===== src/design/bate_pkg.sv =====
// ----------------------------------------------------------------------------
// bate_pkg: shared types and constants of the bounded list engine
// Operation and status codes, sequencer states, default depth.
// ----------------------------------------------------------------------------
`default_nettype none
package bate_pkg;
  localparam int unsigned DefaultDepth = 8;

  typedef enum logic [2:0] {
    OP_APPEND  = 3'd0,
    OP_DELETE  = 3'd1,
    OP_SORT    = 3'd2,
    OP_SEARCH  = 3'd3,
    OP_DISPLAY = 3'd4,
    OP_REVERSE = 3'd5,
    OP_RSVD6   = 3'd6,
    OP_RSVD7   = 3'd7
  } op_e;

  typedef enum logic [2:0] {
    ST_OK       = 3'd0,
    ST_FULL     = 3'd1,
    ST_EMPTY    = 3'd2,
    ST_NOPOS    = 3'd3,
    ST_NOTFOUND = 3'd4
  } status_e;

  typedef enum logic [2:0] {
    S_IDLE,
    S_RD_A,
    S_RD_B,
    S_WR_A,
    S_WR_B,
    S_OUT
  } state_e;
endpackage
`default_nettype wire


===== src/design/bounded_array_table_engine_core.sv =====
// ----------------------------------------------------------------------------
// bounded_array_table_engine_core: bounded list of signed 32-bit values
// Append, delete, sort, search, display and reverse over one memory.
// ----------------------------------------------------------------------------
// The list lives in a single-port synchronous RAM of DEPTH entries (one read
// or one write a cycle, read data registered). Sort and reverse work in
// two-entry steps: read a, read b, write a, write b. Delete moves each entry
// behind the position down with read b, write a. Append and the rejected
// cases go from the accept straight to the result transfer. Search reads
// one entry per step, display gives a result transfer per entry shown.
// Sort is a bubble sort on the memory port: at most n*(n-1)/2 compare
// steps, which makes it the longest item. One item is in work at a time;
// the input is ready again in the cycle after the final result transfer of
// an item.
`default_nettype none
module bounded_array_table_engine_core #(
  parameter int unsigned DEPTH = bate_pkg::DefaultDepth
) (
  input  wire logic               clk_i,
  input  wire logic               rst_ni,
  input  wire logic               in_valid_i,
  output logic                    in_ready_o,
  input  wire logic [2:0]         op_i,
  input  wire logic signed [31:0] value_i,
  input  wire logic [7:0]         position_i,
  output logic                    out_valid_o,
  input  wire logic               out_ready_i,
  output logic [2:0]              status_o,
  output logic [6:0]              found_position_o,
  output logic signed [31:0]      element_o,
  output logic                    last_o
);
  localparam int unsigned AW = (DEPTH > 1) ? $clog2(DEPTH) : 1;
  localparam int unsigned CW = $clog2(DEPTH + 1);

  bate_pkg::state_e state_q, state_d;
  logic [2:0]        op_q;
  logic [31:0]       val_q;
  logic [CW-1:0]     cnt_q, cnt_d;
  logic [CW-1:0]     i_q, i_d, j_q, j_d;   // step indexes
  logic [CW-1:0]     lim_q, lim_d;         // sort pass limit
  logic              swp_q, swp_d;         // sort: swap seen in pass
  logic [31:0]       a_q, a_d, b_q, b_d;
  logic [31:0]       rdata_q;
  logic              rvalid_q;
  logic [31:0]       mem_q [DEPTH];

  logic              mem_we, mem_re;
  logic [AW-1:0]     mem_addr;
  logic [31:0]       mem_wdata;

  logic [2:0]        res_st_q, res_st_d;
  logic [6:0]        res_fp_q, res_fp_d;
  logic [31:0]       res_el_q, res_el_d;
  logic              res_last_q, res_last_d;

  logic acc;
  assign acc = in_valid_i && in_ready_o;
  assign in_ready_o = (state_q == bate_pkg::S_IDLE);

  always_ff @(posedge clk_i) begin
    if (mem_we) mem_q[mem_addr] <= mem_wdata;
    if (mem_re) rdata_q <= mem_q[mem_addr];
  end

  // next state and datapath
  always_comb begin
    state_d = state_q; cnt_d = cnt_q; i_d = i_q; j_d = j_q; lim_d = lim_q;
    swp_d = swp_q; a_d = a_q; b_d = b_q;
    res_st_d = res_st_q; res_fp_d = res_fp_q; res_el_d = res_el_q;
    res_last_d = res_last_q;
    unique case (state_q)
      bate_pkg::S_IDLE: begin
        if (acc) begin
          res_st_d = bate_pkg::ST_OK; res_fp_d = '0; res_el_d = '0;
          res_last_d = 1'b1; state_d = bate_pkg::S_OUT;
          if (op_i > 3'(bate_pkg::OP_REVERSE)) begin
            state_d = bate_pkg::S_IDLE;
          end else if (op_i == 3'(bate_pkg::OP_APPEND)) begin
            if (cnt_q >= CW'(DEPTH)) res_st_d = bate_pkg::ST_FULL;
            else cnt_d = cnt_q + 1'b1;
          end else if (cnt_q == '0) begin
            res_st_d = bate_pkg::ST_EMPTY;
          end else begin
            unique case (op_i)
              3'(bate_pkg::OP_DELETE): begin
                if (position_i == '0 || position_i > 8'(cnt_q)) begin
                  res_st_d = bate_pkg::ST_NOPOS;
                end else begin
                  i_d = CW'(position_i - 8'd1); j_d = CW'(position_i);
                  cnt_d = cnt_q - 1'b1;
                  state_d = (i_d + 1'b1 < cnt_q) ? bate_pkg::S_RD_B : bate_pkg::S_OUT;
                end
              end
              3'(bate_pkg::OP_SORT): begin
                i_d = '0; j_d = CW'(1); lim_d = cnt_q; swp_d = 1'b0;
                state_d = (cnt_q > CW'(1)) ? bate_pkg::S_RD_A : bate_pkg::S_OUT;
              end
              3'(bate_pkg::OP_REVERSE): begin
                i_d = '0; j_d = cnt_q - 1'b1;
                state_d = (cnt_q > CW'(1)) ? bate_pkg::S_RD_A : bate_pkg::S_OUT;
              end
              default: begin // search, display: scan through a
                i_d = '0; state_d = bate_pkg::S_RD_A;
              end
            endcase
          end
        end
      end
      bate_pkg::S_RD_A: state_d = bate_pkg::S_RD_B;
      bate_pkg::S_RD_B: begin
        if (rvalid_q) a_d = rdata_q;
        if (op_q == 3'(bate_pkg::OP_SEARCH) || op_q == 3'(bate_pkg::OP_DISPLAY)) begin
          // rdata holds entry i
          state_d = bate_pkg::S_OUT;
          if (op_q == 3'(bate_pkg::OP_DISPLAY)) begin
            res_el_d = rdata_q; res_last_d = (i_q + 1'b1 == cnt_q);
          end else if (rdata_q == val_q) begin
            res_fp_d = 7'(i_q + 1'b1);
          end else if (i_q + 1'b1 == cnt_q) begin
            res_st_d = bate_pkg::ST_NOTFOUND;
          end else begin
            i_d = i_q + 1'b1; state_d = bate_pkg::S_RD_A;
          end
        end else begin
          state_d = bate_pkg::S_WR_A;
        end
      end
      bate_pkg::S_WR_A: begin
        b_d = rdata_q; // entry j
        if (op_q == 3'(bate_pkg::OP_DELETE)) begin
          // entry i <= entry j
          i_d = i_q + 1'b1; j_d = j_q + 1'b1;
          state_d = (j_q + 1'b1 < cnt_q + 1'b1) ? bate_pkg::S_RD_B : bate_pkg::S_OUT;
        end else begin
          state_d = bate_pkg::S_WR_B;
        end
      end
      bate_pkg::S_WR_B: begin
        if (op_q == 3'(bate_pkg::OP_REVERSE)) begin
          i_d = i_q + 1'b1; j_d = j_q - 1'b1;
          state_d = (i_q + 1'b1 < j_q - 1'b1) ? bate_pkg::S_RD_A : bate_pkg::S_OUT;
        end else begin
          if ($signed(b_q) < $signed(a_q)) swp_d = 1'b1;
          if (j_q + 1'b1 < lim_q) begin
            i_d = i_q + 1'b1; j_d = j_q + 1'b1; state_d = bate_pkg::S_RD_A;
          end else if ((swp_q || $signed(b_q) < $signed(a_q)) && lim_q > CW'(2)) begin
            lim_d = lim_q - 1'b1; i_d = '0; j_d = CW'(1); swp_d = 1'b0;
            state_d = bate_pkg::S_RD_A;
          end else begin
            state_d = bate_pkg::S_OUT;
          end
        end
      end
      bate_pkg::S_OUT: begin
        if (out_ready_i) begin
          if (op_q == 3'(bate_pkg::OP_DISPLAY) && !res_last_q &&
              res_st_q == bate_pkg::ST_OK) begin
            i_d = i_q + 1'b1; state_d = bate_pkg::S_RD_A;
          end else begin
            state_d = bate_pkg::S_IDLE;
          end
        end
      end
      default: state_d = bate_pkg::S_IDLE;
    endcase
  end

  // memory port control
  always_comb begin
    mem_we = 1'b0; mem_re = 1'b0; mem_addr = '0; mem_wdata = '0;
    unique case (state_q)
      bate_pkg::S_IDLE: begin
        if (acc && op_i == 3'(bate_pkg::OP_APPEND) && cnt_q < CW'(DEPTH)) begin
          mem_we = 1'b1; mem_addr = AW'(cnt_q); mem_wdata = value_i;
        end
      end
      bate_pkg::S_RD_A: begin
        mem_re = 1'b1; mem_addr = AW'(i_q);
      end
      bate_pkg::S_RD_B: begin
        if (op_q != 3'(bate_pkg::OP_SEARCH) && op_q != 3'(bate_pkg::OP_DISPLAY)) begin
          mem_re = 1'b1; mem_addr = AW'(j_q);
        end
      end
      bate_pkg::S_WR_A: begin
        if (op_q == 3'(bate_pkg::OP_DELETE)) begin
          mem_we = 1'b1; mem_addr = AW'(i_q); mem_wdata = rdata_q;
        end else if (op_q == 3'(bate_pkg::OP_REVERSE) ||
                     $signed(rdata_q) < $signed(a_q)) begin
          mem_we = 1'b1; mem_addr = AW'(i_q); mem_wdata = rdata_q;
        end
      end
      bate_pkg::S_WR_B: begin
        if (op_q == 3'(bate_pkg::OP_REVERSE) || $signed(b_q) < $signed(a_q)) begin
          mem_we = 1'b1; mem_addr = AW'(j_q); mem_wdata = a_q;
        end
      end
      bate_pkg::S_OUT: ;
      default: ;
    endcase
  end

  always_ff @(posedge clk_i or negedge rst_ni) begin
    if (!rst_ni) begin
      state_q <= bate_pkg::S_IDLE;
      cnt_q <= '0; i_q <= '0; j_q <= '0; lim_q <= '0; swp_q <= 1'b0;
      rvalid_q <= 1'b0; op_q <= '0;
    end else begin
      state_q <= state_d;
      cnt_q <= cnt_d; i_q <= i_d; j_q <= j_d; lim_q <= lim_d; swp_q <= swp_d;
      rvalid_q <= mem_re;
      if (acc) op_q <= op_i;
    end
  end

  always_ff @(posedge clk_i) begin
    if (acc) val_q <= value_i;
    a_q <= a_d; b_q <= b_d;
    res_st_q <= res_st_d; res_fp_q <= res_fp_d;
    res_el_q <= res_el_d; res_last_q <= res_last_d;
  end

  assign out_valid_o      = (state_q == bate_pkg::S_OUT);
  assign status_o         = res_st_q;
  assign found_position_o = res_fp_q;
  assign element_o        = res_el_q;
  assign last_o           = res_last_q;

  a_cnt_range: assert property (@(posedge clk_i) disable iff (!rst_ni)
    cnt_q <= CW'(DEPTH)) else $error("count above depth");
  a_out_stall: assert property (@(posedge clk_i) disable iff (!rst_ni)
    out_valid_o && !out_ready_i |=> out_valid_o && $stable(res_el_q))
    else $error("result dropped while stalled");
  a_no_accept_busy: assert property (@(posedge clk_i) disable iff (!rst_ni)
    state_q != bate_pkg::S_IDLE |-> !in_ready_o) else $error("accept while busy");
  a_we_re: assert property (@(posedge clk_i) disable iff (!rst_ni)
    !(mem_we && mem_re)) else $error("port conflict");
endmodule
`default_nettype wire

===== config.mk =====
export PLATFORM = sky130hd
export DESIGN_NAME = bounded_array_table_engine_core
export DESIGN_NICKNAME = d
export VERILOG_FILES = /design/src/design/bate_pkg.sv /design/src/design/bounded_array_table_engine_core.sv
export SDC_FILE = /design/constraint.sdc
export NUM_CORES = 1
export LEC_CHECK = 0
export BUFFER_PORTS_ARGS = -buffer_cell sky130_fd_sc_hd__buf_4
export CAP_MARGIN = 20
export CORE_MARGIN = 2
export CORE_UTILIZATION = 50
export CTS_BUF_LIST = sky130_fd_sc_hd__clkbuf_4
export CTS_CLUSTER_DIAMETER = 80
export DETAILED_ROUTE_END_ITERATION = 10
export HOLD_SLACK_MARGIN = 0.1
export PLACE_DENSITY = 0.7
export SLEW_MARGIN = 20
export SYNTH_ARGS = -nofsm -noshare
export SYNTH_HDL_FRONTEND = slang
export SYNTH_SLANG_ARGS = --single-unit
export TNS_END_PERCENT = 30

===== constraint.sdc =====
create_clock -name clk_i -period 8.1 [get_ports clk_i]
set_input_delay 1.62 -clock clk_i [delete_from_list [all_inputs] [get_ports clk_i]]
set_output_delay 1.62 -clock clk_i [all_outputs]
set_load 0.005 [all_outputs]

==> reports/qor.yml <==
run_status:
  status: "finished clean"
placement:
  placed_area_um2: 22000
  hpwl_um: 33700
  port_buffers: 89
  globalplace.congestion: 0.903
  placedCellCount: 2111
  dp_slack_ns: 2.15
global_route:
  antenna_found_initial: 1
  grt.total_usage: 0.239
  grt_use_met2: 0.386
  use_met3: 0.0455
  met1_usage: 0.323
  grt-ovfl-total: 0
  grt_busiest_layer: "met2"
  grt_pass1_vias: 13900
  grt_pass1_wl_um: 80200
  grt_max_degree: 123
clock_network:
  postCtsSetupRepairBufs: 0
  cts_tree: "built"
  cts_hold_buf: 0
  clkLatencyLatePin_ns: 0.83
  clk_pin_slew_ns: 0.07
  clock-sinks: 449
  post_cts_resized: 0
  cts_root_buf: "clkbuf_4"
  clockBufferDepth: 3
  cts_inserted_buffers: 110
  htreeDepth: 3
detailed_routing:
  antenna_left: 0
  wl_um: 51900
  wl_per_cell_um: 22.4
  post-route-drc-count: 0
  avgViaCountPerCell: 6.07
  drt-initial-drc-count: 1584
  drt_first_pass_iters: 8
  vias: 14100
timing:
  layout_min_cycle_time_ns: 5.69
  layout_setup_ws_ns: 2.41
  setup_tns_ns: 0
  fin_crit_sh: 0.702
  setup_violations: 0
  hold_viol_final: 0
  clock_skew_ns: 0.0542
  rsz0062_at_grt: "no"
  slew_headroom: 0.324
  worstMarginPinSlew_ns: 1.01
  fmax_mhz: 176
  timing.hold.ws_ns: 0.500
  slew_viol_final: 0
synthesis:
  syn-cell-area_um2: 20900
  ys_seq_area_frac: 0.638
  ys_types: 74
  synth_enable_flop_cells: 425
  synthCells: 1572
  netlist.area_leader.share: 0.610
  netlist.top_cell.by_area: "edfxtp_1"
  synth_flop_cell: "edfxtp_1"
  synth_common_cells: "edfxtp_1, and3_1, inv_1, ha_1, a211oi_1"
  yosys_warnings: 0
  async_flop_share: 0.0535
  synth_area_leaders: "edfxtp_1, ha_1, and3_1"
  ys_seq_elements: 449
  yosysMostFrequentCell: "edfxtp_1"
  syn_area_per_cell_um2: 13.3
cells_and_area:
  final_core_util: 0.571
  area_growth_pct: 12.1
  final_cell_count_no_fill: 2319
  fillers: 3290
  drive_gt1_frac: 0.181
  design_area_um2: 23500
  final-seq-area_um2: 13400
  multi_input_area_um2: 6810
  num-nets-final: 1826
critical_path:
  arrival_ns: 6.09
  path_max_fanout: 73
  crit_slowest_cell: "nand2_2"
  cp-start-kind: "flop"
  criticalPathCategory: "flop to flop"
  ff2ff_path_depth: 11
  cp_cell_sequence: "inv_1, ha_1, a21oi_1, o21ai_0, a2bb2oi_1, a2111oi_2, o211ai_1, nand4_4, nand2_2, buf_4, and3_2"
  cp-end-kind: "flop"
  max_stage_delay_ns: 0.92
  worstPathRequired_ns: 8.50
pwr:
  power_mw: 8.04
  ir_drop_mv: 0.141
  pwr_density_cell_nw_per_um2: 343
  leakagePower_nw: 8.94
floorplan:
  core_um2: 41100
  die_x_um: 209
  chipHeight_um: 209
  dieArea_um2: 43500
  start_util: 0.509
  ios: 92
  std_cell_rows: 74
worst_hold_path:
  hp-class: "flop to flop"
  whs_path_depth: 1
flow_run:
  drv_cap: 0
critical path: cells and delay by family, from the launching register on:
family | cells | cell delay [ns]
AO/OA/AOI/OAI | 5 | 1.25
buffers and inverters | 2 | 0.65
adder cells (fa/ha/maj) | 1 | 0.26
flip-flops | 1 | 0.42
AND/OR/NAND/NOR | 3 | 2.65
cells by family (layout without fill, tap and decap cells):
logic type,Yosys count,in the layout,synth area share
xor gates and xnor gates,55,55,0.0230
muxes,6,6,0.00317
DFF,449,449,0.638
and+or+nand+nor,355,355,0.0956
AOI/OAI and AO/OA,422,422,0.146
other,1,3,0.000179
adders and majority gates,88,88,0.0526
buffers and inverters,196,409,0.0409
state kept, by name, indices dropped and copies added (netlist names), 4 cells and up:
signal,cells
mem_q,256
a_q,32
b_q,32
element_o,32
rdata_q,32
val_q,32
found_position_o,5
cnt_q,4
i_q,4
j_q,4
lim_q,4
layout by cell type (no fill, tap or decap), types with 9 or more instances in the layout:
master    instances
a211oi_1         70
a21boi_0         67
a21oi_1          44
a222oi_1         32
and3_1          166
buf_4           111
clkbuf_4        160
clkinv_1         32
clkinv_2          9
dfrtp_1          24
edfxtp_1        425
ha_1             88
inv_1            89
nand2_1          45
nand2b_1         11
nand3_1          20
nand4_1          20
nor2_1           33
nor3_1           15
o211ai_1         35
o21ai_0          50
o21ai_1          21
o311ai_1         32
xnor2_1          50
layout make-up:
class	count	area share
Sequential cell	449	0.570
Multi-Input combinational cell	928	0.290
Clock buffer	160	0.0512
Timing Repair Buffer	111	0.0355
Tap cell	532	0.0284
Inverter	91	0.0146
Clock inverter	47	0.0105
Antenna cell	1	0.000107
path summary, 6_finish.rpt:
| kind | from | to | slack [ns] |
|---|---|---|---|
| worst max-delay path | a_q[5] | mem_q[2][23] | 2.41 |
| worst min-delay path | swp_q | swp_q | 0.50 |
| worst max register to register | a_q[5] | mem_q[2][23] | 2.41 |
| worst min register to register | swp_q | swp_q | 0.50 |
| max in group asynchronous | rst_ni | state_q[1] | 7.09 |
| min in group asynchronous | rst_ni | j_q[2] | 0.72 |
power breakdown:
part	internal [mW]	switching (mW)
combinational	0.959	1.70
clock	0.952	0.930
sequential	3.15	0.356
metal layers:
layer / vias to the layer above / part of all wire
met5: - / 0
met3: 72 / 0.075
met4: 0 / 0.024
met1: 6946 / 0.42
met2: 579 / 0.48
li1: 6473 / -
Note: power is estimated with default switching activity, not from simulation.
